`config.mk`:
```
export PLATFORM = sky130hd
export DESIGN_NAME = rau_mul
export DESIGN_NICKNAME = d
export VERILOG_FILES = /design/src/rtl/rau_pkg.sv /design/src/rtl/rau_mul.sv
export SDC_FILE = /design/constraint.sdc
export NUM_CORES = 2
export LEC_CHECK = 0
export BUFFER_PORTS_ARGS = -buffer_cell sky130_fd_sc_hd__buf_2
export CAP_MARGIN = 20
export CORE_ASPECT_RATIO = 2
export CORE_UTILIZATION = 35
export DETAILED_ROUTE_END_ITERATION = 8
export GPL_TIMING_DRIVEN = 0
export PLACE_DENSITY_LB_ADDON = 0.15
export SKIP_LAST_GASP = 1
export SLEW_MARGIN = 20
export SYNTH_ARGS = -nofsm -noshare
export SYNTH_HDL_FRONTEND = slang
export SYNTH_SLANG_ARGS = --single-unit
```
`constraint.sdc`:
```
create_clock -name clk -period 24.9 [get_ports clk]
set_input_delay 2.49 -clock clk [delete_from_list [all_inputs] [get_ports clk]]
set_output_delay 2.49 -clock clk [all_outputs]
set_load 0.1 [all_outputs]
```
`src/rtl/rau_pkg.sv`:
```
// ----------------------------------------------------------------------------
// rau_pkg
// shared types, codes and constants for the rational arithmetic unit
// ----------------------------------------------------------------------------
`default_nettype none

package rau_pkg;

    localparam int VALUE_BITS_DEF = 32;
    localparam int MAG_W          = 64;
    localparam int PROD_W         = 66;
    localparam int MUL_W          = 33;

    localparam logic [2:0] OP_ADD = 3'd0;
    localparam logic [2:0] OP_SUB = 3'd1;
    localparam logic [2:0] OP_MUL = 3'd2;
    localparam logic [2:0] OP_DIV = 3'd3;
    localparam logic [2:0] OP_NEG = 3'd4;
    localparam logic [2:0] OP_RED = 3'd5;
    localparam logic [2:0] OP_CMP = 3'd6;
    localparam logic [2:0] OP_NOP = 3'd7;

    localparam logic [1:0] ST_OK       = 2'd0;
    localparam logic [1:0] ST_ZERO_DEN = 2'd1;
    localparam logic [1:0] ST_OVERFLOW = 2'd2;

    typedef struct packed {
        logic [2:0]         opcode;
        logic signed [31:0] a_num;
        logic signed [31:0] a_den;
        logic signed [31:0] b_num;
        logic [30:0]        b_den;
    } rau_in_t;

    typedef struct packed {
        logic signed [31:0] res_num;
        logic [30:0]        res_den;
        logic               is_less;
        logic               is_equal;
        logic [1:0]         status;
    } rau_out_t;

endpackage

`default_nettype wire

```
`src/rtl/rau_mul.sv`:
```
// ----------------------------------------------------------------------------
// rau_mul
// registered signed 33x33 multiplier shared by all cross products
// ----------------------------------------------------------------------------
`default_nettype none

module rau_mul (
    input  wire logic                              clk,
    input  wire logic signed [rau_pkg::MUL_W-1:0]  x,
    input  wire logic signed [rau_pkg::MUL_W-1:0]  y,
    output logic signed [rau_pkg::PROD_W-1:0]      p
);
    import rau_pkg::*;

    logic signed [PROD_W-1:0] p_reg;

    always_ff @(posedge clk)
    begin
        p_reg <= x * y;
    end

    assign p = p_reg;

endmodule

`default_nettype wire

```
# Word level (Yosys, flattened, before mapping)
# Index checks and enable logic that the tools add are counted.
[totals]
register_bits = 66
input_bits = 67
[op_classes]
multipliers = 1
[ops]
columns = ["operator", "count"]
rows = [
  ["$mul 33x33->66", 1],
]

# Logic depth before layout (Yosys ltp)
[depth]
depth_word = 1
ltp_mapped = 27

# Worst setup path before layout
# Ideal clock, no wire load.
[synth_timing]
path_kind = "input -> register"
startpoint = "input x[32] in the netlist's numbering"
endpoint = "register p_reg[62] (netlist: p[62])"
cell_stages = 23
arrival_ps = 9647
path_buffers = 2
path_slack_ps = 15174
path_cell_list = "clkbuf_1 nand2_1 inv_1 fa_1 fa_1 fa_1 fa_1 fa_1 fa_1 fa_1 inv_1 fa_1 inv_1 ha_1 clkbuf_1 and3_1 nand3_1 nand2b_1 a2111oi_4 a211oi_4 a21o_2 a21o_1 a211oi_2"
[synth_between]
elab_chain_cells = 1
[synth_rtl]
columns = ["element", "line_no", "text"]
rows = [
  ["start, declared", "rau_mul.sv:9", "input wire logic signed [rau_pkg::MUL_W-1:0] x,"],
  ["$mul 33x33->66", "rau_mul.sv:19", "p_reg <= x * y;"],
  ["end signal, assigned", "rau_mul.sv:19", ""],
  ["end, declared", "rau_mul.sv:15", "logic signed [PROD_W-1:0] p_reg;"],
]
# Every way passes these cells.

# Final worst setup path
[layout_timing]
startpoint = "input y[32] in the netlist's numbering"
endpoint = "register p_reg[64] (netlist: p[64])"
[layout_between]
elab_chain_cells = 1
[layout_rtl]
columns = ["element", "line_no", "text"]
rows = [
  ["start, declared", "rau_mul.sv:10", "input wire logic signed [rau_pkg::MUL_W-1:0] y,"],
  ["$mul 33x33->66", "rau_mul.sv:19", ""],
]
# Every way passes these cells.

==> results.txt <==
Die Y = 484 µm
fraction of layout cells with a size suffix above 1 = 4.90%
clk sinks = 66
Mapped Area = 40,700 µm²
All-Layer GR Usage = 34.6%
Filler cells = 12,000
sequential area share after synthesis = 3.24%
drt initial violations = 1,847
hold buffer count at cts = 0
initial antenna violation count = 29
RSZ-0062 raised after global routing = false
Port Buffers = 132
Post-synth EDFFs = 0
drt first pass iters = 5
CP delay by family, top = adder cells
total gr overflow = 0
Via density = 5.21
vias = 31,400
CP arrival = 11,940 ps
Chip Width = 243 µm
H-tree Lvls = 3
Setup Crit Path Kind = input port to flop
Final #Nets = 5,913
Synth async-reset ratio = 0%
largest net degree at the start of global routing = 27
CTS tree = done
global placement routability congestion = 1.03
PostCTS Resize Cnt = 0
Slowest cell on crit path = fa_1
crit-path max FO = 10
required time of the critical path = 25,140 ps
Yosys reg bits = 66
Largest register FFs = 66
slew margin rel. = 12.6%
Place WS = 13,070 ps
Multi-input gate area = 34,300 µm²
Initial Util = 35.4%
Mapped Nets = 5,767
peak per-stage delay on the critical path = 890 ps
Yosys cell types = 80
max cap viols = 0
# setup viols final = 0
first-pass GRT wire length = 270,000 µm
syn_area_per_cell = 9.39 µm²
final WL = 200,000 µm
synthesis warning total = 0
HPWL after DPL = 167,000 µm
CP Launch Type = input port
f_max = 0.0854 GHz
Slew Limit Fails = 0
Buf/Inv on CP = 6
number of remaining DRC errors = 0
root buf cell = clkbuf_16
Worst Max-Slew Pin Slew = 1310 ps
Fin. Hold Viols = 0
min-delay worst type = input port to flop
Reg clk slew, reported paths = 60 ps
Die Footprint = 118,000 µm²
Main synth FF type = dfxtp_1
CORE AREA = 115,000 µm²
nature of the critical path endpoint = flop
Area growth syn-to-layout = 7.29%
Std-Cell Rows = 176
per-cell routed wire length = 33.3 µm
Longest Clk Path Bufs = 2
CTS Buf Count = 9
final instance area = 43,700 µm²
ANT nets after route = 0
vias in the first global route = 34,500
# Post-CTS Setup Buffers = 0
status = completed
placed inst area = 43,300 µm²
Sequential cell area = 1320 µm²
worst setup margin = 13,200 ps
Period minus WS final = 11,700 ps
# IOs = 133
Most common cell on crit path = fa_1
crit-path cells = buf_2 > inv_1 > clkbuf_1 > buf_1 > nor2_1 > fa_1 > fa_1 > fa_1 > fa_1 > fa_1 > fa_1 > fa_1 > inv_1 > fa_1 > inv_1 > ha_1 > nand4_1 > nor2_1 > nand2_1 > nor3_1 > o311ai_4 > nand3_2 > a211oi_1 > a311oi_1
period utilisation layout = 47.0%
final setup TNS = 0 ps
Mapped Cells = 4,338
[kinds of logic after synthesis]
| group | count (synthesis) | share of synthesized area, % |
|---|---|---|
| AOI/OAI and AO/OA | 219 | 4.07 |
| xor gates and xnor gates | 68 | 1.46 |
| adders and majority gates | 1362 | 62.9 |
| buffers and inverters | 1352 | 12.5 |
| DFF | 66 | 3.24 |
| and+or+nand+nor | 1271 | 15.8 |
[metrics by stage]
| stage | util [%] | std cells | hold slack [ps] |
|---|---|---|---|
| 6_report | 37.9 | 6016 | 2460 |
| 5_1_grt | 37.9 | 6002 | 2440 |
| 4_1_cts | 37.9 | 6002 | 2420 |
| 3_5_place_dp | 37.6 | 5986 | 2820 |
| 3_3_place_gp | 37.6 | 5983 | 2830 |
| 2_1_floorplan | - | 4338 | 2620 |
[metal layers]
layer | vias to the layer above | global-route usage [%] | wire, µm
li1 | 12700 | - | -
met1 | 16700 | 31.6 | 59000
met2 | 1325 | 60.7 | 102000
met3 | 674 | 5.69 | 9890
met4 | 12 | 39.9 | 29300
met5 | - | 0 | 77
[synthesized netlist by cell type, drive strengths merged, types with 5 or more instances]
cell / number / area, µm²
fa: 1145 / 22900
inv: 1131 / 4250
and2: 563 / 3520
nand2: 551 / 2070
ha: 217 / 2720
clkbuf: 208 / 781
nor2: 68 / 255
dfxtp: 66 / 1320
a21oi: 61 / 328
xnor2: 43 / 377
a21o: 38 / 288
o21ai: 33 / 173
nand3: 26 / 135
xor2: 25 / 219
buf: 13 / 70.1
nand2b: 12 / 75.1
nand4: 12 / 81.3
a211oi: 11 / 110
o21bai: 11 / 82.6
a31oi: 9 / 62.6
nor3: 7 / 35.0
o31ai: 7 / 104
a211o: 6 / 52.6
and3: 6 / 42.5
o21a: 6 / 45.0
and4: 5 / 43.8
nor2b: 5 / 31.3
o211ai: 5 / 51.3
[final timing paths]
check / start / end / slack [ps] / cells after the start
min: x[0] / p[0] / 2460 / 2
max: y[32] / p[64] / 13200 / 24
[cell type report]
class | instances | share of cell area (%)
plain buffers | 221 | 2.00
inverters | 1131 | 9.71
clock buffers | 9 | 0.515
flip-flops and latches | 66 | 3.02
repair buffers | 135 | 1.59
multi-input cells | 2920 | 78.5
clock inverters | 7 | 0.215
diodes | 14 | 0.0802
well taps | 1513 | 4.33
[layout by cell type, fill, tap and decap left out, types with 3 or more instances in the layout]
cell       count
fa_1        1143
inv_1       1131
and2_1       562
nand2_1      551
ha_1         217
clkbuf_1     190
buf_2        143
nor2_1        68
dfxtp_1       66
a21oi_1       57
xnor2_1       43
a21o_1        36
o21ai_0       25
nand3_1       25
xor2_1        25
clkbuf_2      18
diode_2       14
nand2b_1      12
o21bai_1      11
nand4_1       11
clkbuf_16      9
a31oi_1        8
a211oi_1       7
nor3_1         7
o21a_1         6
o21ai_1        6
a211o_1        6
and3_1         5
and4_1         5
nor2b_1        5
o211ai_1       4
buf_6          4
a211oi_2       3
or3_1          3
o31ai_4        3
a21oi_2        3
or2_2          3
Power is not shown: default switching activity piles up to over one toggle a cycle in this logic, so the estimate is an artifact.
