--- config.mk ---
export PLATFORM = sky130hd
export DESIGN_NAME = rau_gcd
export DESIGN_NICKNAME = d
export VERILOG_FILES = /design/src/rtl/rau_pkg.sv /design/src/rtl/rau_gcd.sv
export SDC_FILE = /design/constraint.sdc
export NUM_CORES = 1
export LEC_CHECK = 0
export BUFFER_PORTS_ARGS = -buffer_cell sky130_fd_sc_hd__buf_2
export CORE_MARGIN = 2
export CORE_UTILIZATION = 35
export CTS_CLUSTER_SIZE = 40
export DETAILED_ROUTE_END_ITERATION = 16
export SYNTH_ARGS = -nofsm -noshare
export SYNTH_HDL_FRONTEND = slang
export SYNTH_SLANG_ARGS = --single-unit
--- constraint.sdc ---
create_clock -name clk -period 10.4 [get_ports clk]
set_input_delay 2.08 -clock clk [delete_from_list [all_inputs] [get_ports clk]]
set_output_delay 2.08 -clock clk [all_outputs]
set_load 0.005 [all_outputs]
--- src/rtl/rau_pkg.sv ---
// ----------------------------------------------------------------------------
// rau_pkg
// shared types, codes and constants for the rational arithmetic unit
// ----------------------------------------------------------------------------
`default_nettype none

package rau_pkg;

    localparam int VALUE_BITS_DEF = 32;
    localparam int MAG_W          = 64;
    localparam int PROD_W         = 66;
    localparam int MUL_W          = 33;

    localparam logic [2:0] OP_ADD = 3'd0;
    localparam logic [2:0] OP_SUB = 3'd1;
    localparam logic [2:0] OP_MUL = 3'd2;
    localparam logic [2:0] OP_DIV = 3'd3;
    localparam logic [2:0] OP_NEG = 3'd4;
    localparam logic [2:0] OP_RED = 3'd5;
    localparam logic [2:0] OP_CMP = 3'd6;
    localparam logic [2:0] OP_NOP = 3'd7;

    localparam logic [1:0] ST_OK       = 2'd0;
    localparam logic [1:0] ST_ZERO_DEN = 2'd1;
    localparam logic [1:0] ST_OVERFLOW = 2'd2;

    typedef struct packed {
        logic [2:0]         opcode;
        logic signed [31:0] a_num;
        logic signed [31:0] a_den;
        logic signed [31:0] b_num;
        logic [30:0]        b_den;
    } rau_in_t;

    typedef struct packed {
        logic signed [31:0] res_num;
        logic [30:0]        res_den;
        logic               is_less;
        logic               is_equal;
        logic [1:0]         status;
    } rau_out_t;

endpackage

`default_nettype wire

--- src/rtl/rau_gcd.sv ---
// ----------------------------------------------------------------------------
// rau_gcd
// iterative binary gcd of two 64-bit magnitudes, one shift or subtract a cycle
// ----------------------------------------------------------------------------
`default_nettype none

module rau_gcd (
    input  wire logic                      clk,
    input  wire logic                      rst_n,
    input  wire logic                      start,
    input  wire logic [rau_pkg::MAG_W-1:0] u_in,
    input  wire logic [rau_pkg::MAG_W-1:0] v_in,
    output logic                           done,
    output logic [rau_pkg::MAG_W-1:0]      g
);
    import rau_pkg::*;

    logic [MAG_W-1:0] u_reg, u_next;
    logic [MAG_W-1:0] v_reg, v_next;
    logic [6:0]       k_reg, k_next;
    logic             run_reg, run_next;
    logic             done_reg, done_next;
    logic [MAG_W-1:0] g_reg, g_next;

    always_comb
    begin
        u_next    = u_reg;
        v_next    = v_reg;
        k_next    = k_reg;
        run_next  = run_reg;
        done_next = 1'b0;
        g_next    = g_reg;
        if (start)
        begin
            u_next   = u_in;
            v_next   = v_in;
            k_next   = '0;
            run_next = 1'b1;
        end
        else if (run_reg)
        begin
            if (u_reg == '0)
            begin
                g_next    = v_reg << k_reg;
                run_next  = 1'b0;
                done_next = 1'b1;
            end
            else if (v_reg == '0)
            begin
                g_next    = u_reg << k_reg;
                run_next  = 1'b0;
                done_next = 1'b1;
            end
            else if (!u_reg[0] && !v_reg[0])
            begin
                u_next = u_reg >> 1;
                v_next = v_reg >> 1;
                k_next = k_reg + 7'd1;
            end
            else if (!u_reg[0])
                u_next = u_reg >> 1;
            else if (!v_reg[0])
                v_next = v_reg >> 1;
            else if (u_reg >= v_reg)
                u_next = u_reg - v_reg;
            else
                v_next = v_reg - u_reg;
        end
    end

    always_ff @(posedge clk or negedge rst_n)
    begin
        if (!rst_n)
        begin
            run_reg  <= 1'b0;
            done_reg <= 1'b0;
        end
        else
        begin
            run_reg  <= run_next;
            done_reg <= done_next;
        end
    end

    always_ff @(posedge clk)
    begin
        u_reg <= u_next;
        v_reg <= v_next;
        k_reg <= k_next;
        g_reg <= g_next;
    end

    assign done = done_reg;
    assign g    = g_reg;

endmodule

`default_nettype wire

======== Yosys cells after proc, flatten, opt, wreduce, memory -nomap -nowiden ========
Cells that the tools add are included.
storage, ports and cells
  register bits ........................... 201
  input port bits ......................... 131
  output and inout bits ................... 65
  word-level logic and storage cells ...... 62
cells by class
  add/sub/neg operators ................... 3
  order comparisons ....................... 1
  equality and inequality tests ........... 5
  shift-type cells ........................ 2
  muxes and demuxes ....................... 26
  bitwise gates (word level) .............. 3
  reductions and logical operators ........ 14
operators with widths
  operator                                        number
  two-way mux 64 bit                              18
  logical NOT 64 bit                              2
  << shifter 64 x 7 -> 64 bit                     2
  subtractor 64 bit                               2
  >= comparator 64 bit                            1
  AND reduction 5 bit                             2
  two-way mux 1 bit                               8
  != test 4 x 2 -> 1 bit (second input constant)  2
  AND reduction 4 bit                             2
  adder 7 x 1 -> 7 bit (second input constant)    1
  AND reduction 3 bit                             2
  != test 2 bit (second input constant)           2
  != test 4 bit (second input constant)           1
  nonzero test 2 bit                              2
  NOT 1 bit                                       3
  nonzero test 3 bit                              1
  logical NOT 1 bit                               2
  logical AND 1 bit                               1

======== Logic depth before layout (Yosys ltp) ========
Gate-level depths: netlist of the first run.
  depth in word-level cells ............... 9
  depth in mapped cells ................... 16

======== Worst setup path before layout of the first run ========
OpenSTA, ideal clock, no wires.
  kind .................................... input-to-reg
  start ................................... input port start
  end ..................................... register g_reg[0], in the netlist g[0], enable pin
  library setup time ...................... 578 ps
  arrival ................................. 7370 ps
  required time ........................... 9822 ps
  slack ................................... 2452 ps
  cell stages on the path ................. 4
  cells stage by stage .................... clkbuf_1 clkbuf_1 clkbuf_1 nor3b_1
between the ends
  cells in the longest elaborated chain, start to end .. 2
RTL lines
  element                        line           source
  from (decl)                    rau_gcd.sv:10  input wire logic start,
  NOT 1 bit (no line)            n/a
  AND reduction 3 bit (no line)  n/a
  to (signal assigned)           rau_gcd.sv:90  g_reg <= g_next;
  to (decl)                      rau_gcd.sv:23  logic [MAG_W-1:0] g_reg, g_next;
Every way passes these cells.
A chain may end at the register's enable or synchronous reset.

======== Worst setup path in the final report of the first run ========
  start ................................... register u_reg[0]
  end ..................................... register v_reg[54], data pin
between the ends
  cells in the longest elaborated chain, start to end .. 9
RTL lines
  element                 line           source
  from (decl)             rau_gcd.sv:18  logic [MAG_W-1:0] u_reg, u_next;
  from (signal assigned)  rau_gcd.sv:87  u_reg <= u_next;
  subtractor 64 bit       rau_gcd.sv:67  v_next = v_reg - u_reg;
  two-way mux 64 bit      rau_gcd.sv:64  else if (u_reg >= v_reg)
  two-way mux 64 bit      rau_gcd.sv:62  else if (!v_reg[0])
  two-way mux 64 bit      rau_gcd.sv:60  else if (!u_reg[0])
  two-way mux 64 bit (*)  rau_gcd.sv:54  else if (!u_reg[0] && !v_reg[0])
  two-way mux 64 bit (*)  rau_gcd.sv:48  else if (v_reg == '0)
  two-way mux 64 bit (*)  rau_gcd.sv:42  if (u_reg == '0)
  two-way mux 64 bit (*)  rau_gcd.sv:40  else if (run_reg)
  two-way mux 64 bit (*)  rau_gcd.sv:33  if (start)
  via v_next[54]          rau_gcd.sv:19  logic [MAG_W-1:0] v_reg, v_next;
  to (signal assigned)    rau_gcd.sv:88  v_reg <= v_next;
  to (decl)               rau_gcd.sv:19
The timed path passes the listed nets; every way through them passes the cells marked *. The select of a mux whose other input is x is not followed.

==> impl_metrics.csv, run 1 <==
group,metric,value,unit
worst_setup_path,cp.required,10.86,ns
route,drc_errors,0,
cts,post-cts-setup-buffers,0,
worst_setup_path,cp_cell_sequence,"inv_1 > ha_1 > inv_1 > fa_1 > a211oi_2 > o211ai_1 > a31oi_1 > o21ai_1 > o21ai_1 > and3_2 > nand2_1 > a211o_1 > nor3_1 > a211o_1",
worst_setup_path,critPathBufInv,2,
yosys,synth_top_area_share,27.19,%
route,drtIter0Drc,2645,
yosys,synthCells,2645,
floorplan,fp.coreArea,60130,um2
timing,hold_viol_final,0,
worst_setup_path,reg2regPathDepth,14,
worst_setup_path,crit_fanout,29,
route,routed_wl,100800,um
timing,grt_setup_unrepaired,"false",
worst_setup_path,crit_family,"simple AND/OR/NAND/NOR gates",
timing,tns,0,ns
timing,setup_violations,0,
floorplan,io_pins,196,
job,cap_violations,0,
yosys,synth_common_cells,"338 x a21oi_1, 257 x nand2_1, 224 x inv_1",
layout,nets,2981,
floorplan,start_util,35.26,%
route,avgViaCountPerCell,6.380,
yosys,netlist_area,21210,um2
worst_setup_path,critical_path_class,"reg -> reg",
route,ant_nets,0,
worst_setup_path,worst_setup_path_end_kind,"flip-flop",
floorplan,rows,90,
layout,fillers,6275,
floorplan,die_h,250.1,um
placed_design,portBuffers,195,
cts,cts_root_buffer,"clkbuf_16",
grt,grt_pass1_vias,21690,
yosys,synthTopCellsByArea,"edfxtp_1 27%, a21oi_1 8.0%, ha_1 7.7%, mux2i_1 4.6%, nand2_1 4.5%",
cts,cts_resized,0,
route,first_pass_iters,6,
grt,grt_pass1_wl,146400,um
timing,drv_slew,0,
yosys,async_flop_share,0.9950,%
yosys,synth-edff-count,192,
cts,clock_latency,0.61,ns
yosys,synth_area_leader_cell,"edfxtp_1",
cts,cts_buffers,26,
timing,skew,0.04363,ns
cts,clock_sinks,201,
floorplan,dieArea,62570,um2
grt,antenna_found_initial,0,
timing,max_freq,195.4,MHz
yosys,syn_nets,2908,
worst_setup_path,max_stage_delay,0.86,ns
worst_hold_path,hold_path.class,"reg -> reg",
yosys,ys_seq_area_share,28.09,%
worst_setup_path,crit_end,"v_reg[54]",
timing,fin_crit_sh,49.20,%
worst_setup_path,reg2reg_setup_slack,5.28,ns
cts,cts_tree,"built",
yosys,synth.most_common_cell,"a21oi_1",
layout,area_delta_synth_final,11.00,%
route,wl_per_cell,28.63,um
cts,clock_path_buffers,3,
worst_setup_path,r2r-start,"u_reg[0]",
grt,grt_max_degree,77,
floorplan,die_width,250.1,um
worst_setup_path,crit_cells,14,
grt,track_usage,31.08,%
timing,worst_slew_pin_slew,1.086,ns
yosys,yosys_register_bits,201,
route,vias,22460,
yosys,synth_cell_types,86,
yosys,ys_warn_count,0,
yosys,synth.avg_cell_area,8.017,um2
timing,slew_headroom,27.31,%
grt,grt.overflow.total,0,
worst_setup_path,critPathLaunch,"u_reg[0]",
cts,clkTransAtPathRegs,0.06,ns
cts,cts_hold_buffers,0,
placed_design,dp_hpwl,78670,um
placed_design,gp_congestion,1.004,
worst_setup_path,start_kind,"flip-flop",
worst_setup_path,cpMaxStageDelayCell,"and3_2",
timing,fin_crit,5.117,ns
layout,drive_gt1_share,12.57,%
worst_setup_path,worstPathArrival,5.58,ns
cts,htreeDepth,1,
yosys,synth_ff_type,"edfxtp_1",
worst_setup_path,reg2reg_to,"v_reg[54]",
run_status,outcome,"complete, no violations",
how the worst min path moves through the flow:
stage                     startpoint    to  slack [ns]  cells after the start
final                        run_reg  done        0.56                      1
after global placement       run_reg  done        0.55                      1
after floorplan              run_reg  done        0.53                      1
after global routing         run_reg  done        0.59                      1
after detailed placement     run_reg  done        0.56                      1
after CTS                    run_reg  done        0.57                      1
cell families (layout without fill, tap and decap cells):
kind of cell	after synthesis	in the layout	share of synthesized area (%)
compound gates	988	988	29.99
simple gates	672	672	14.57
buf+inv	406	498	7.606
flops	201	201	28.09
fa+ha+maj	132	132	7.859
mux	129	129	7.057
xor+xnor	117	117	4.832
other cells	0	1	0
layout make-up:
class	count	area (um2)	share of cell area (%)
Antenna cell	1	2.502	0.01063
Clock buffer	31	669.4	2.844
Clock inverter	16	205.2	0.8718
Inverter	226	848.3	3.604
Multi-Input combinational cell	2038	13670	58.07
Sequential cell	201	5957	25.31
Tap cell	782	978.4	4.157
Timing Repair Buffer	225	1207	5.130
placed cells by master, fill, tap and decap left out, drive strengths merged, types with 14 or more instances in the layout:
| cell | count |
|---|---|
| nand3 | 35 |
| o211ai | 25 |
| xnor2 | 93 |
| a211oi | 26 |
| buf | 225 |
| nand2 | 259 |
| inv | 225 |
| a21o | 38 |
| o221ai | 36 |
| and2 | 15 |
| clkbuf | 31 |
| a221oi | 61 |
| edfxtp | 192 |
| o21ai | 185 |
| o21a | 19 |
| a21oi | 345 |
| nand4 | 44 |
| a22oi | 83 |
| nor2 | 170 |
| o21bai | 47 |
| nor4 | 43 |
| ha | 130 |
| o22ai | 20 |
| mux2i | 108 |
| xor2 | 24 |
| nor3 | 43 |
| a31oi | 21 |
| nor2b | 14 |
routing by layer:
| metal | GRT usage (%) | vias to the layer above | share of wire, % |
|---|---|---|---|
| met2 | 47.67 | 1311 | 43 |
| met4 | 13.93 | 0 | 5.1 |
| li1 | - | 9952 | - |
| met3 | 4.707 | 239 | 8.6 |
| met5 | 0 | - | 0 |
| met1 | 43.13 | 10960 | 43 |
stage by stage:
step                std cells  utilization, %  area, um2  setup slack, ns  hold slack [ns]
finish                   3520           39.14      23540            5.283           0.5587
global route             3519           39.14      23540            5.201           0.5922
CTS                      3519           39.14      23540            5.450           0.5668
detailed placement       3472           37.68      22660            5.456           0.5587
global placement         3472           37.68      22660            5.574           0.5473
floorplan                2645               -      21210            2.452           0.5313
Power of run 1 is left out: the tool's default activity adds up to more than one toggle a clock period on the data nets, which glitch-free logic cannot reach.
==> run 2: changes to the inputs <==
clock period = 5.35 ns   (was 10.4 ns; I/O delays follow)
==> impl_metrics.csv, run 2 (synthesis results as in run 1) <==
group,metric,value,unit
timing,tns,0,ns
timing,fin_crit,4.856,ns
placed_design,placement.cell_area,22840,um2
worst_setup_path,reg2reg_setup_slack,0.49,ns
cts,post-cts-setup-buffers,0,
worst_setup_path,cpMaxStageDelayCell,"nor4_1",
grt,grt.overflow.total,0,
pwr,power_density,838.4,nW/um2
timing,setup_violations,0,
timing,skew,0.02954,ns
floorplan,io_pins,196,
grt,use_met1,42.31,%
route,routed_wl,100800,um
layout,final_cell_area,23790,um2
timing,grt_setup_unrepaired,"false",
worst_setup_path,worst_setup_path_end_kind,"flip-flop",
worst_hold_path,hold_path.class,"in -> async",
worst_setup_path,cp_cell_sequence,"nor4_1 > nand4_1 > nor4_4 > buf_4 > a21oi_1 > mux2i_1 > a221oi_1 > o21ai_1 > o21ai_1 > o221ai_1",
route,first_pass_iters,6,
grt,track_usage,31.07,%
worst_setup_path,r2r-start,"u_reg[40]",
layout,area_delta_synth_final,12.20,%
timing,slew_headroom,18.39,%
cts,clock_path_buffers,3,
job,cap_violations,0,
grt,grt_pass1_wl,147000,um
worst_setup_path,reg2regPathDepth,10,
route,drtIter0Drc,2997,
route,vias,22720,
worst_setup_path,critical_path_class,"reg -> reg",
pwr,finalPower,19950,uW
cts,htreeDepth,1,
route,drc_errors,0,
layout,nets,2999,
floorplan,dieArea,62570,um2
cts,cts_buffers,27,
placed_design,portBuffers,195,
worst_setup_path,max_stage_delay,0.91,ns
cts,cts_hold_buffers,0,
grt,antenna_found_initial,0,
layout,n_antenna_cell,0,
cts,cts_root_buffer,"clkbuf_16",
floorplan,die_width,250.1,um
placed_design,gp_congestion,1.034,
cts,clock_latency,0.61,ns
placed_design,dp_hpwl,79120,um
worst_setup_path,start_kind,"flip-flop",
worst_setup_path,cp.required,5.76,ns
layout,layout_commonest_cell,"a21oi_1",
pwr,leakagePower,0.009967,uW
layout,drive_gt1_share,13.35,%
route,wl_per_cell,28.48,um
run_status,outcome,"complete, no violations",
floorplan,fp.coreArea,60130,um2
cts,clkTransAtPathRegs,0.07,ns
cts,cts_tree,"built",
grt,grt.busiest_layer,"met2",
timing,worst_slew_pin_slew,1.224,ns
timing,hold_viol_final,0,
grt,grt_use_met3,4.957,%
floorplan,rows,90,
worst_setup_path,reg2reg_to,"g[57]",
route,avgViaCountPerCell,6.420,
grt,grt_pass1_vias,21770,
grt,grt_max_degree,77,
worst_setup_path,worstPathArrival,5.27,ns
floorplan,start_util,35.26,%
worst_setup_path,cp_common_cell,"o21ai_1",
pwr,vdd.ir_drop.worst,0.3213,mV
timing,drv_slew,0,
floorplan,die_h,250.1,um
route,ant_nets,0,
timing,max_freq,206.0,MHz
worst_setup_path,crit_fanout,36,
layout,final_cell_mix,"338 x a21oi_1, 255 x nand2_1, 223 x inv_1",
cts,cts_resized,0,
grt,met2_usage,48.31,%
timing,fin_crit_sh,90.76,%
cts,clock_sinks,201,
-- run 2: how the worst max path moves through the flow --
| stage | slack, ns | cells after the start | endpoint | start |
|---|---|---|---|---|
| global placement | 0.76 | 13 | u_reg[12] | v_reg[54] |
| finish | 0.49 | 10 | g[57] | u_reg[40] |
| floorplan | 0.69 | 4 | g[0] | start |
| global route | 0.55 | 11 | g[61] | u_reg[40] |
| CTS | 0.70 | 13 | u_reg[12] | v_reg[54] |
| detailed placement | 0.77 | 13 | u_reg[12] | v_reg[54] |
-- run 2: area by class of cell --
type | instances | area [um2]
clock buffer | 29 | 683.2
clock inverter | 21 | 272.8
fill | 6231 | 36340
inverter | 226 | 848.3
multi-input combinational | 2038 | 13680
sequential | 201 | 5957
tap | 782 | 978.4
timing repair buffer | 242 | 1373
-- run 2: critical path, delay by kind of cell (launching register included) --
| kind | cells | cell delay, ns |
|---|---|---|
| AO/OA/AOI/OAI | 5 | 1.39 |
| buffers and inverters | 1 | 0.47 |
| flip-flops | 1 | 0.55 |
| multiplexers | 1 | 0.49 |
| AND/OR/NAND/NOR | 3 | 1.74 |
-- run 2: per-stage QoR --
step | cells | utilization (%) | hold WS, ns | setup WS (ns)
2_1_floorplan | 2645 | - | 0.5301 | 0.6886
3_3_place_gp | 3489 | 37.98 | 0.6003 | 0.7561
3_5_place_dp | 3489 | 37.98 | 0.5998 | 0.7654
4_1_cts | 3539 | 39.57 | 0.2250 | 0.6991
5_1_grt | 3539 | 39.57 | 0.2427 | 0.5518
6_report | 3539 | 39.57 | 0.2448 | 0.4944
-- run 2: per-layer routing --
layer | up-vias | part of all wire, %
met3 | 282 | 9.8
met4 | 0 | 5.4
met1 | 10960 | 41
li1 | 10000 | -
met2 | 1476 | 43
met5 | - | 0
-- run 2: report_power, final --
part           internal [uW]  leakage [uW]  switching (uW)  total, uW
Sequential              2520       0.00200            1050       3570
Clock                   1180      0.000442             841       2020
Combinational           4800       0.00753            9560      14400
Note: power is estimated with default switching activity, not from simulation.
