--- config.mk ---
export PLATFORM = sky130hd
export DESIGN_NAME = rau_div
export DESIGN_NICKNAME = d
export VERILOG_FILES = /design/src/rtl/rau_pkg.sv /design/src/rtl/rau_div.sv
export SDC_FILE = /design/constraint.sdc
export NUM_CORES = 1
export LEC_CHECK = 0
export BUFFER_PORTS_ARGS = -buffer_cell sky130_fd_sc_hd__buf_2
export CAP_MARGIN = 10
export CORE_MARGIN = 4
export CORE_UTILIZATION = 40
export CTS_BUF_LIST = sky130_fd_sc_hd__clkbuf_2
export CTS_CLUSTER_SIZE = 25
export DETAILED_ROUTE_END_ITERATION = 6
export GPL_TIMING_DRIVEN = 0
export PLACE_DENSITY = 0.61
export SLEW_MARGIN = 20
export SYNTH_ARGS = -nofsm -noshare
export SYNTH_HDL_FRONTEND = slang
export SYNTH_SLANG_ARGS = --single-unit
--- constraint.sdc ---
create_clock -name clk -period 7.05 [get_ports clk]
set_clock_uncertainty 0.2 [all_clocks]
set_input_delay 1.41 -clock clk [delete_from_list [all_inputs] [get_ports clk]]
set_output_delay 1.41 -clock clk [all_outputs]
set_load 0.005 [all_outputs]
--- src/rtl/rau_pkg.sv ---
// ----------------------------------------------------------------------------
// rau_pkg
// shared types, codes and constants for the rational arithmetic unit
// ----------------------------------------------------------------------------
`default_nettype none

package rau_pkg;

    localparam int VALUE_BITS_DEF = 32;
    localparam int MAG_W          = 64;
    localparam int PROD_W         = 66;
    localparam int MUL_W          = 33;

    localparam logic [2:0] OP_ADD = 3'd0;
    localparam logic [2:0] OP_SUB = 3'd1;
    localparam logic [2:0] OP_MUL = 3'd2;
    localparam logic [2:0] OP_DIV = 3'd3;
    localparam logic [2:0] OP_NEG = 3'd4;
    localparam logic [2:0] OP_RED = 3'd5;
    localparam logic [2:0] OP_CMP = 3'd6;
    localparam logic [2:0] OP_NOP = 3'd7;

    localparam logic [1:0] ST_OK       = 2'd0;
    localparam logic [1:0] ST_ZERO_DEN = 2'd1;
    localparam logic [1:0] ST_OVERFLOW = 2'd2;

    typedef struct packed {
        logic [2:0]         opcode;
        logic signed [31:0] a_num;
        logic signed [31:0] a_den;
        logic signed [31:0] b_num;
        logic [30:0]        b_den;
    } rau_in_t;

    typedef struct packed {
        logic signed [31:0] res_num;
        logic [30:0]        res_den;
        logic               is_less;
        logic               is_equal;
        logic [1:0]         status;
    } rau_out_t;

endpackage

`default_nettype wire

--- src/rtl/rau_div.sv ---
// ----------------------------------------------------------------------------
// rau_div
// restoring 64-bit unsigned divider, one quotient bit a cycle
// ----------------------------------------------------------------------------
`default_nettype none

module rau_div (
    input  wire logic                      clk,
    input  wire logic                      rst_n,
    input  wire logic                      start,
    input  wire logic [rau_pkg::MAG_W-1:0] dividend,
    input  wire logic [rau_pkg::MAG_W-1:0] divisor,
    output logic                           done,
    output logic [rau_pkg::MAG_W-1:0]      quotient
);
    import rau_pkg::*;

    logic [MAG_W:0]   rem_reg, rem_next;
    logic [MAG_W-1:0] quo_reg, quo_next;
    logic [MAG_W-1:0] dvs_reg, dvs_next;
    logic [6:0]       cnt_reg, cnt_next;
    logic             run_reg, run_next;
    logic             done_reg, done_next;
    logic [MAG_W:0]   rem_sh;
    logic [MAG_W:0]   diff;

    always_comb
    begin
        rem_sh    = {rem_reg[MAG_W-1:0], quo_reg[MAG_W-1]};
        diff      = rem_sh - {1'b0, dvs_reg};
        rem_next  = rem_reg;
        quo_next  = quo_reg;
        dvs_next  = dvs_reg;
        cnt_next  = cnt_reg;
        run_next  = run_reg;
        done_next = 1'b0;
        if (start)
        begin
            rem_next = '0;
            quo_next = dividend;
            dvs_next = divisor;
            cnt_next = 7'(MAG_W);
            run_next = 1'b1;
        end
        else if (run_reg)
        begin
            if (rem_sh >= {1'b0, dvs_reg})
            begin
                rem_next = diff;
                quo_next = {quo_reg[MAG_W-2:0], 1'b1};
            end
            else
            begin
                rem_next = rem_sh;
                quo_next = {quo_reg[MAG_W-2:0], 1'b0};
            end
            cnt_next = cnt_reg - 7'd1;
            if (cnt_reg == 7'd1)
            begin
                run_next  = 1'b0;
                done_next = 1'b1;
            end
        end
    end

    always_ff @(posedge clk or negedge rst_n)
    begin
        if (!rst_n)
        begin
            run_reg  <= 1'b0;
            done_reg <= 1'b0;
        end
        else
        begin
            run_reg  <= run_next;
            done_reg <= done_next;
        end
    end

    always_ff @(posedge clk)
    begin
        rem_reg <= rem_next;
        quo_reg <= quo_next;
        dvs_reg <= dvs_next;
        cnt_reg <= cnt_next;
    end

    assign done     = done_reg;
    assign quotient = quo_reg;

endmodule

`default_nettype wire

=== Yosys cells after proc, flatten, opt, wreduce, memory -nomap -nowiden ===
Index checks and enable logic that the tools add are counted.

* Add/subtract/negate cells: 2
* Order comparisons: 1
* Equal/unequal tests: 1
* Multiplexer cells: 10
* Reduce and logical (&&, ||, !) cells: 1

{| class="wikitable"
|+ Operators with widths
! cell !! count
|-
| $mux W64 || 3
|-
| $ge A65 B64 Y1 || 1
|-
| $sub A64 B64 Y64 || 1
|-
| $eq A7 B1 Y1 const B || 1
|-
| $mux W1 || 7
|-
| $sub A7 B1 Y7 const B || 1
|-
| $reduce_bool A2 Y1 || 1
|}

* Flip-flop bits (word level): 201
* Bits of input ports: 131
* Output and inout bits: 65

=== Logic depth before layout (Yosys ltp) ===
Gate-level depths: netlist (run 1).

* Depth in word-level cells: 4
* Depth in mapped cells: 15
* Gate-level depth less buffers: 13

=== Least setup slack after synthesis (run 1) ===
OpenSTA, ideal clock, no wires.

* Path kind: in2reg
* From: input start
* To: register quo_reg[0] (netlist: quotient[0]) (enable)
* Setup time: 0.418 ns
* Data arrival time: 3.248 ns
* Data required time: 6.432 ns
* Path slack: 3.184 ns
* Stages: 4
* Cells stage by stage: clkbuf_1 -> nor2_1 -> clkbuf_1 -> inv_1

* Word-level cells in the longest chain between the ends: 1

{| class="wikitable"
|+ RTL lines
! what !! line !! text
|-
| from (decl) || rau_div.sv:10 || <nowiki>input wire logic start,</nowiki>
|-
| $reduce_bool A2 Y1 (no source line) || n/a ||
|-
| to (signal assigned) || rau_div.sv:83 || <nowiki>quo_reg <= quo_next;</nowiki>
|-
| to (decl) || rau_div.sv:19 || <nowiki>logic [MAG_W-1:0] quo_reg, quo_next;</nowiki>
|}

No other way between the ends.
A chain may end at the register's enable or synchronous reset.

=== Final worst setup path (run 1) ===
* From: register quo_reg[63] (netlist: quotient[63])
* To: register rem_reg[60]

* Word-level cells in the longest chain between the ends: 2
* Elaborated cells on any way between the ends: 3

{| class="wikitable"
|+ RTL lines
! what !! line !! text
|-
| $sub A64 B64 Y64 or $ge A65 B64 Y1 (tied branches) || rau_div.sv:30, rau_div.sv:47 ||
|-
| $mux W64 (*) || rau_div.sv:47 || <nowiki>if (rem_sh >= {1'b0, dvs_reg})</nowiki>
|-
| to (signal assigned) || rau_div.sv:82 || <nowiki>rem_reg <= rem_next;</nowiki>
|-
| to (decl) || rau_div.sv:18 || <nowiki>logic [MAG_W:0] rem_reg, rem_next;</nowiki>
|}

Mark *: on every way between the ends. The rest lies on a longest branch, timed or not.

==> metrics.md, run 1 <==
| Metric | Value |
|---|---|
| Period utilization | `57.79%` |
| CTS Sinks | `201` |
| Netlist Area Pre-Place | `12110 um2` |
| Total wire length | `36750 um` |
| Drt initial violations | `492` |
| CTS Buf Count | `57` |
| Sequential area share after synthesis | `43.90%` |
| Avg Cell Area, Syn | `9.780 um2` |
| DRC errors left | `0` |
| Max Slew Vio Count | `0` |
| Die height | `182.0 um` |
| Most frequent cells in the layout | `211 x buf_2, 152 x nand2_1, 128 x edfxtp_1, 104 x nor2_1, 84 x clkbuf_2` |
| Starting Density | `40.74%` |
| TritonCTS clock tree | `built` |
| Core Region | `29720 um2` |
| Finished Layout Cells | `1933` |
| GR Util All Layers | `21.43%` |
| Fin Hold WS | `0.3018 ns` |
| First-pass GRT wire length | `56880 um` |
| Slew @ Worst Pin | `0.8400 ns` |
| IO Pins | `196` |
| EDFF count, synth | `128` |
| WHS Path Cells | `2` |
| Endpoints failing hold | `0` |
| Die Wd | `182.0 um` |
| F_max | `245.5 MHz` |
| Commonest non-fill, non-tap cell in the layout | `buf_2` |
| Antenna violations before repair | `4` |
| Detailed Place HPWL | `27390 um` |
| Post-synth cell types | `87` |
| Grt ovf | `0` |
| Final Wtd Congestion | `0.9274` |
| Max_cap viols | `0` |
| Final nets | `1693` |
| IO buf count | `195` |
| P_leak | `6.031 nW` |
| Clock Latency Late Sink | `0.91 ns` |
| VDD IR max | `152.7 uV` |
| Post-synthesis instance total | `1238` |
| Worst setup SP type | `flop` |
| Clock root buffer | `clkbuf_2` |
| Main synth FF type | `edfxtp_1` |
| RSZ-0062 raised after global routing | `no` |
| Area grow syn2layout | `17.06%` |
| Vias per inst | `5.497` |
| Crit path max fanout | `4` |
| CP required | `7.61 ns` |
| Critical path capture point type | `flop` |
| Reg2Reg Depth | `13` |
| CP max stage delay | `0.76 ns` |
| Crit-path cells | `inv_1 > ha_1 > fa_1 > and2b_1 > o2111ai_1 > a2111oi_0 > nor4b_1 > nor3_1 > o21ai_2 > nand2_1 > a221oi_2 > xnor2_1 > o21ai_1` |
| Vias | `10626` |
| Placed cell count | `1825` |
| Setup TNS | `0 ns` |
| Kind of critical path | `flop to flop` |
| Fillers | `2890` |
| Htree depth | `2` |
| Post-synth ARST share | `0.9950%` |
| Final setup violation count | `0` |
| Deepest clock path buffer count | `3` |
| Row count | `63` |
| Syn Nets | `1436` |
| Hold Crit Class | `flop to flop` |
| Arr. time, crit path | `4.63 ns` |
| Final ANT Viol Nets | `0` |
| Post-CTS setup buffers | `0` |
| Avg WL per Cell | `19.01 um` |
| PwrDens | `323.8 nW/um2` |
| Layout cells sized above 1 | `27.43%` |
| Status | `completed` |
| Fin crit period | `4.074 ns` |
| Yosys reg bits | `201` |
| Vias in the first global route | `10754` |
| Largest net degree at the start of global routing | `41` |
| Max-slew headroom | `43.29%` |
| First-pass DRT Iterations | `5` |
| YS warnings | `0` |
| Worst-path clk slew | `0.12 ns` |
| Post-cts resize count | `0` |
| Die ar. | `33120 um2` |
| CP max-delay cell | `nor4b_1` |
==> final timing paths <==
check | slack (ns) | endpoint | from
max | 2.98 | rem_reg[60]$_SDFFE_PP0P_ | quotient[63]$_DFFE_PP_
min | 0.30 | rem_reg[61]$_SDFFE_PP0P_ | rem_reg[60]$_SDFFE_PP0P_
max reg2reg | 2.98 | rem_reg[60]$_SDFFE_PP0P_ | quotient[63]$_DFFE_PP_
min in group asynchronous | 0.66 | done$_DFF_PN0_ | rst_n
max in group asynchronous | 5.88 | run_reg$_DFF_PN0_ | rst_n
min reg2reg | 0.30 | rem_reg[61]$_SDFFE_PP0P_ | rem_reg[60]$_SDFFE_PP0P_
==> worst max-delay path, delay by kind of cell, from the launching register on <==
family / cells / cell delay, ns
AND/OR/NAND/NOR: 4 / 1.37
AO/OA/AOI/OAI: 5 / 1.25
flip-flops: 1 / 0.44
adder cells (fa/ha/maj): 2 / 0.41
XOR/XNOR: 1 / 0.17
buffers and inverters: 1 / 0.10
==> kinds of logic after synthesis <==
logic type | Yosys count | synth area share, %
AOI/OAI and AO/OA | 311 | 18.55
DFF | 201 | 43.90
buffers and inverters | 145 | 5.074
and+or+nand+nor | 382 | 14.49
xor gates and xnor gates | 56 | 4.051
muxes | 76 | 6.955
adders and majority gates | 67 | 6.986
==> cells in the mapped netlist, types with 3 or more instances <==
cell type | instances | area [um2]
a211o_1 | 4 | 35.03
a211oi_1 | 17 | 127.6
a21o_1 | 15 | 112.6
a21oi_1 | 79 | 395.4
a311oi_1 | 27 | 236.5
a311oi_2 | 13 | 195.2
a31o_2 | 4 | 35.03
a31oi_1 | 10 | 62.56
a32oi_1 | 8 | 70.07
and2_1 | 5 | 31.28
and3_1 | 11 | 68.82
buf_2 | 17 | 85.08
buf_4 | 3 | 22.52
buf_6 | 5 | 56.30
clkbuf_1 | 37 | 138.9
dfxtp_1 | 71 | 1421
edfxtp_1 | 128 | 3844
ha_1 | 66 | 825.8
inv_1 | 81 | 304.0
mux2_2 | 65 | 732.0
mux2i_1 | 11 | 110.1
nand2_1 | 152 | 570.6
nand2b_1 | 5 | 31.28
nand3_1 | 17 | 85.08
nand4_1 | 23 | 143.9
nor2_1 | 104 | 390.4
nor2b_1 | 13 | 81.33
nor3_1 | 21 | 105.1
nor4_1 | 5 | 31.28
o2111ai_1 | 4 | 35.03
o211ai_1 | 7 | 52.55
o21a_1 | 10 | 75.07
o21ai_0 | 54 | 270.3
o21ai_1 | 5 | 25.02
o21ba_2 | 3 | 30.03
o21bai_1 | 8 | 60.06
o22ai_1 | 3 | 18.77
o31ai_1 | 7 | 52.55
or2_2 | 4 | 25.02
xnor2_1 | 34 | 297.8
xor2_1 | 22 | 192.7
==> layer usage <==
| layer | up-vias | GRT usage, % | routed length [um] |
|---|---|---|---|
| met5 | - | 0 | 34 |
| met2 | 412 | 34.30 | 16700 |
| met3 | 80 | 6.731 | 3242 |
| met4 | 6 | 7.565 | 1035 |
| met1 | 5032 | 27.44 | 15740 |
| li1 | 5096 | - | - |
==> area by class of cell <==
cell class	instances	area, um2	area share, %
diodes	1	2.502	0.01766
plain buffers	63	306.5	2.163
clock buffers	84	420.4	2.966
clock inverters	22	123.9	0.8739
inverters	82	310.3	2.189
multi-input cells	892	6178	43.59
flip-flops and latches	201	5315	37.50
well taps	390	488.0	3.443
repair buffers	198	1028	7.256
==> where the power goes <==
part	internal (mW)	switching, mW
registers	1.49	0.165
clock network	0.363	0.542
logic	0.808	1.22
==> per-stage QoR <==
step / util [%] / power, mW / worst slack, ns / instance area [um2]
after floorplan: - / 3.100 / 3.184 / 12110
after global placement: 45.67 / 3.659 / 0.5115 / 13570
after detailed placement: 45.82 / 3.681 / 2.632 / 13620
after CTS: 47.69 / 4.623 / 3.042 / 14170
after global routing: 47.69 / 4.941 / 2.792 / 14170
final: 47.69 / 4.589 / 2.976 / 14170
==> what timing repair did <==
| action | 4_1_cts | 5_1_grt |
|---|---|---|
| setup endpoints to repair | 0 | 0 |
| hold buffers | 1 | 0 |
| hold endpoints to repair | 2 | 0 |
No activity file was read; power rests on OpenSTA's default activity.
==> inputs of run 2 (changes only) <==
==> constraint.sdc (replaced) <==
create_clock -name clk -period 4.2 [get_ports clk]
set_clock_uncertainty 0.2 [all_clocks]
set_input_delay 0.84 -clock clk [delete_from_list [all_inputs] [get_ports clk]]
set_output_delay 0.84 -clock clk [all_outputs]
set_load 0.005 [all_outputs]
==> run 2 against run 1 <==
First-iteration DRC count is 8.1% higher. Combinational power grew 73%. Die area unchanged. Highest routed layer is now met4. Register-to-register slack got worse by 2.6 ns. Final cell count grew 6.6%. Critical path depth unchanged. Wire length increased by 4.8%. Largest cell class unchanged. Hold slack worse by 0.15 ns.
==> metrics.md, run 2 (synthesis results as in run 1) <==
| Metric | Value |
|---|---|
| Worst setup SP type | `flop` |
| Reg2Reg Depth | `13 (unchanged)` |
| Crit path max fanout | `4 (unchanged)` |
| P_sw | `3.279 mW (+70%)` |
| Core Region | `29720 um2 (unchanged)` |
| Max Slew Vio Count | `0 (unchanged)` |
| Critical path capture point type | `flop` |
| TritonCTS clock tree | `built` |
| VDD IR max | `281.7 uV (+84%)` |
| Fin Hold WS | `0.1566 ns (-0.1452 ns)` |
| Vias per inst | `5.400 (-1.8%)` |
| Avg WL per Cell | `18.70 um (-1.7%)` |
| Layout cells sized above 1 | `25.39% (-2.0 points)` |
| IO buf count | `195 (unchanged)` |
| HP Start | `dividend[34]` |
| GR Util All Layers | `22.55% (+1.1 points)` |
| Sw frac | `41.93% (-0.15 points)` |
| First-pass GRT wire length | `60130 um (+5.7%)` |
| Kind of critical path | `flop to flop` |
| Placed Area | `13620 um2 (unchanged)` |
| Post-CTS setup buffers | `0 (unchanged)` |
| Vias | `11130 (+4.7%)` |
| Final nets | `1821 (+7.6%)` |
| RSZ-0062 raised after global routing | `no` |
| P_leak | `6.569 nW (+8.9%)` |
| Status | `completed` |
| DRC errors left | `0 (unchanged)` |
| CTS Buf Count | `57 (unchanged)` |
| Grt ovf | `0 (unchanged)` |
| Seq. cell area | `5315 um2 (unchanged)` |
| Final Wtd Congestion | `0.9274 (unchanged)` |
| Total wire length | `38530 um (+4.8%)` |
| Commonest non-fill, non-tap cell in the layout | `buf_2` |
| Deepest clock path buffer count | `3 (unchanged)` |
| F_max | `259.1 MHz (+5.5%)` |
| Endpoints failing hold | `0 (unchanged)` |
| Final setup violation count | `0 (unchanged)` |
| Vias in the first global route | `11341 (+5.5%)` |
| CP max stage delay | `0.54 ns (-0.22 ns)` |
| R2R Path End | `rem_reg[60]$_SDFFE_PP0P_` |
| Slew @ Worst Pin | `0.8687 ns (+0.02869 ns)` |
| Drt initial violations | `532 (+8.1%)` |
| Clock root buffer | `clkbuf_2` |
| Hold Crit Class | `input pin to flop` |
| Die Wd | `182.0 um (unchanged)` |
| Crit path max-delay family | `compound AO/OA/AOI/OAI gates` |
| Hold endpoint | `quotient[34]$_DFFE_PP_` |
| Max_cap viols | `0 (unchanged)` |
| Most frequent cells in the layout | `211 x buf_2, 152 x nand2_1, 129 x dlygate4sd3_1, 128 x edfxtp_1, 104 x nor2_1` |
| Starting Density | `40.74% (unchanged)` |
| Area grow syn2layout | `27.69%` |
| Fillers | `2750 (-4.8%)` |
| Arr. time, crit path | `4.41 ns (-0.22 ns)` |
| Post-layout util | `52.03% (+4.3 points)` |
| Seq pwr share | `35.5% (-0.5 points)` |
| CP Buf/Inv Count | `1 (unchanged)` |
| Die ar. | `33120 um2 (unchanged)` |
| Power share of the clock group | `19.6% (about the same)` |
| Finished Layout Cells | `2061 (+6.6%)` |
| Htree depth | `2 (unchanged)` |
| Pint | `4.542 mW (+71%)` |
| Area of the multi-input gates | `6185 um2 (+0.10%)` |
| Row count | `63 (unchanged)` |
| Worst-path clk slew | `0.12 ns (about the same)` |
| Detailed Place HPWL | `27390 um (unchanged)` |
| Comb pwr share | `44.9% (+0.6 points)` |
| Fin area | `15460 um2 (+9.1%)` |
| Clock Latency Late Sink | `0.90 ns (about the same)` |
| IO Pins | `196 (unchanged)` |
| Worst reg2reg path startpoint | `quotient[63]$_DFFE_PP_` |
| Die height | `182.0 um (unchanged)` |
| PwrDens | `505.9 nW/um2 (+56%)` |
| Power Total | `7.822 mW (+70%)` |
| Final ANT Viol Nets | `0 (unchanged)` |
| Crit-path cells | `inv_1 > ha_1 > fa_1 > and2b_1 > o2111ai_1 > a2111oi_0 > nor4b_2 > nor3_1 > o21ai_2 > nand2_1 > a221oi_2 > xnor2_1 > o21ai_1` |
| Placed cell count | `1825 (unchanged)` |
| Fin crit period | `3.860 ns (-0.2138 ns)` |
| CP max-delay cell | `nor4b_2` |
| Max-slew headroom | `42.09% (-1.2 points)` |
| Antenna violations before repair | `1 (-3)` |
| Period utilization | `91.91% (+34 points)` |
| First-pass DRT Iterations | `5 (unchanged)` |
| CP required | `4.75 ns (-2.86 ns)` |
| CTS Sinks | `201 (unchanged)` |
| Largest net degree at the start of global routing | `41 (unchanged)` |
| Worst R2R Setup Slack | `0.34 ns (-2.64 ns)` |
| WHS Path Cells | `2 (unchanged)` |
-- run 2: cell type report --
cell class | instances | area share [%]
inverters | 82 | 2.007
flip-flops and latches | 201 | 34.38
diodes | 1 | 0.01619
repair buffers | 326 | 14.94
multi-input cells | 892 | 40.00
well taps | 390 | 3.156
plain buffers | 63 | 1.983
clock buffers | 84 | 2.719
clock inverters | 22 | 0.8012
-- run 2: worst max-delay path by stage --
stage	from	end	cells past startpoint
3_5_place_dp	quotient[63]$_DFFE_PP_	rem_reg[60]$_SDFFE_PP0P_	13
2_1_floorplan	start	quotient[0]$_DFFE_PP_	4
3_3_place_gp	start	quotient[49]$_DFFE_PP_	5
6_report	quotient[63]$_DFFE_PP_	rem_reg[60]$_SDFFE_PP0P_	13
4_1_cts	quotient[63]$_DFFE_PP_	rem_reg[60]$_SDFFE_PP0P_	13
5_1_grt	quotient[63]$_DFFE_PP_	rem_reg[54]$_SDFFE_PP0P_	13
-- run 2: power by group through the flow --
stage | registers [mW] | logic (mW) | clock network [mW]
after floorplan | 2.74 | 2.47 | 0
after global placement | 2.81 | 3.34 | 0
after detailed placement | 2.81 | 3.37 | 0
after CTS | 2.77 | 3.48 | 1.60
after global routing | 2.82 | 3.88 | 1.71
final | 2.78 | 3.51 | 1.53
-- run 2: metrics by stage --
step / setup slack, ns / TNS, ns
5_1_grt: 0.05991 / 0
3_5_place_dp: 0.2663 / 0
4_1_cts: 0.1921 / 0
3_3_place_gp: -1.768 / -120.63
2_1_floorplan: 0.9038 / 0
6_report: 0.3399 / 0
-- run 2: what timing repair did --
item                                   4_1_cts  5_1_grt
endpoints found under the hold margin      129        0
hold buffers                               129        0
setup endpoints to repair                    0        1
gates resized for setup                      0        1
-- run 2: layer usage --
layer  GRT usage [%]  wire [um]
met3           5.389       2965
met4           7.805       1068
met5               0          0
met1           29.21      16540
met2           37.00      17960
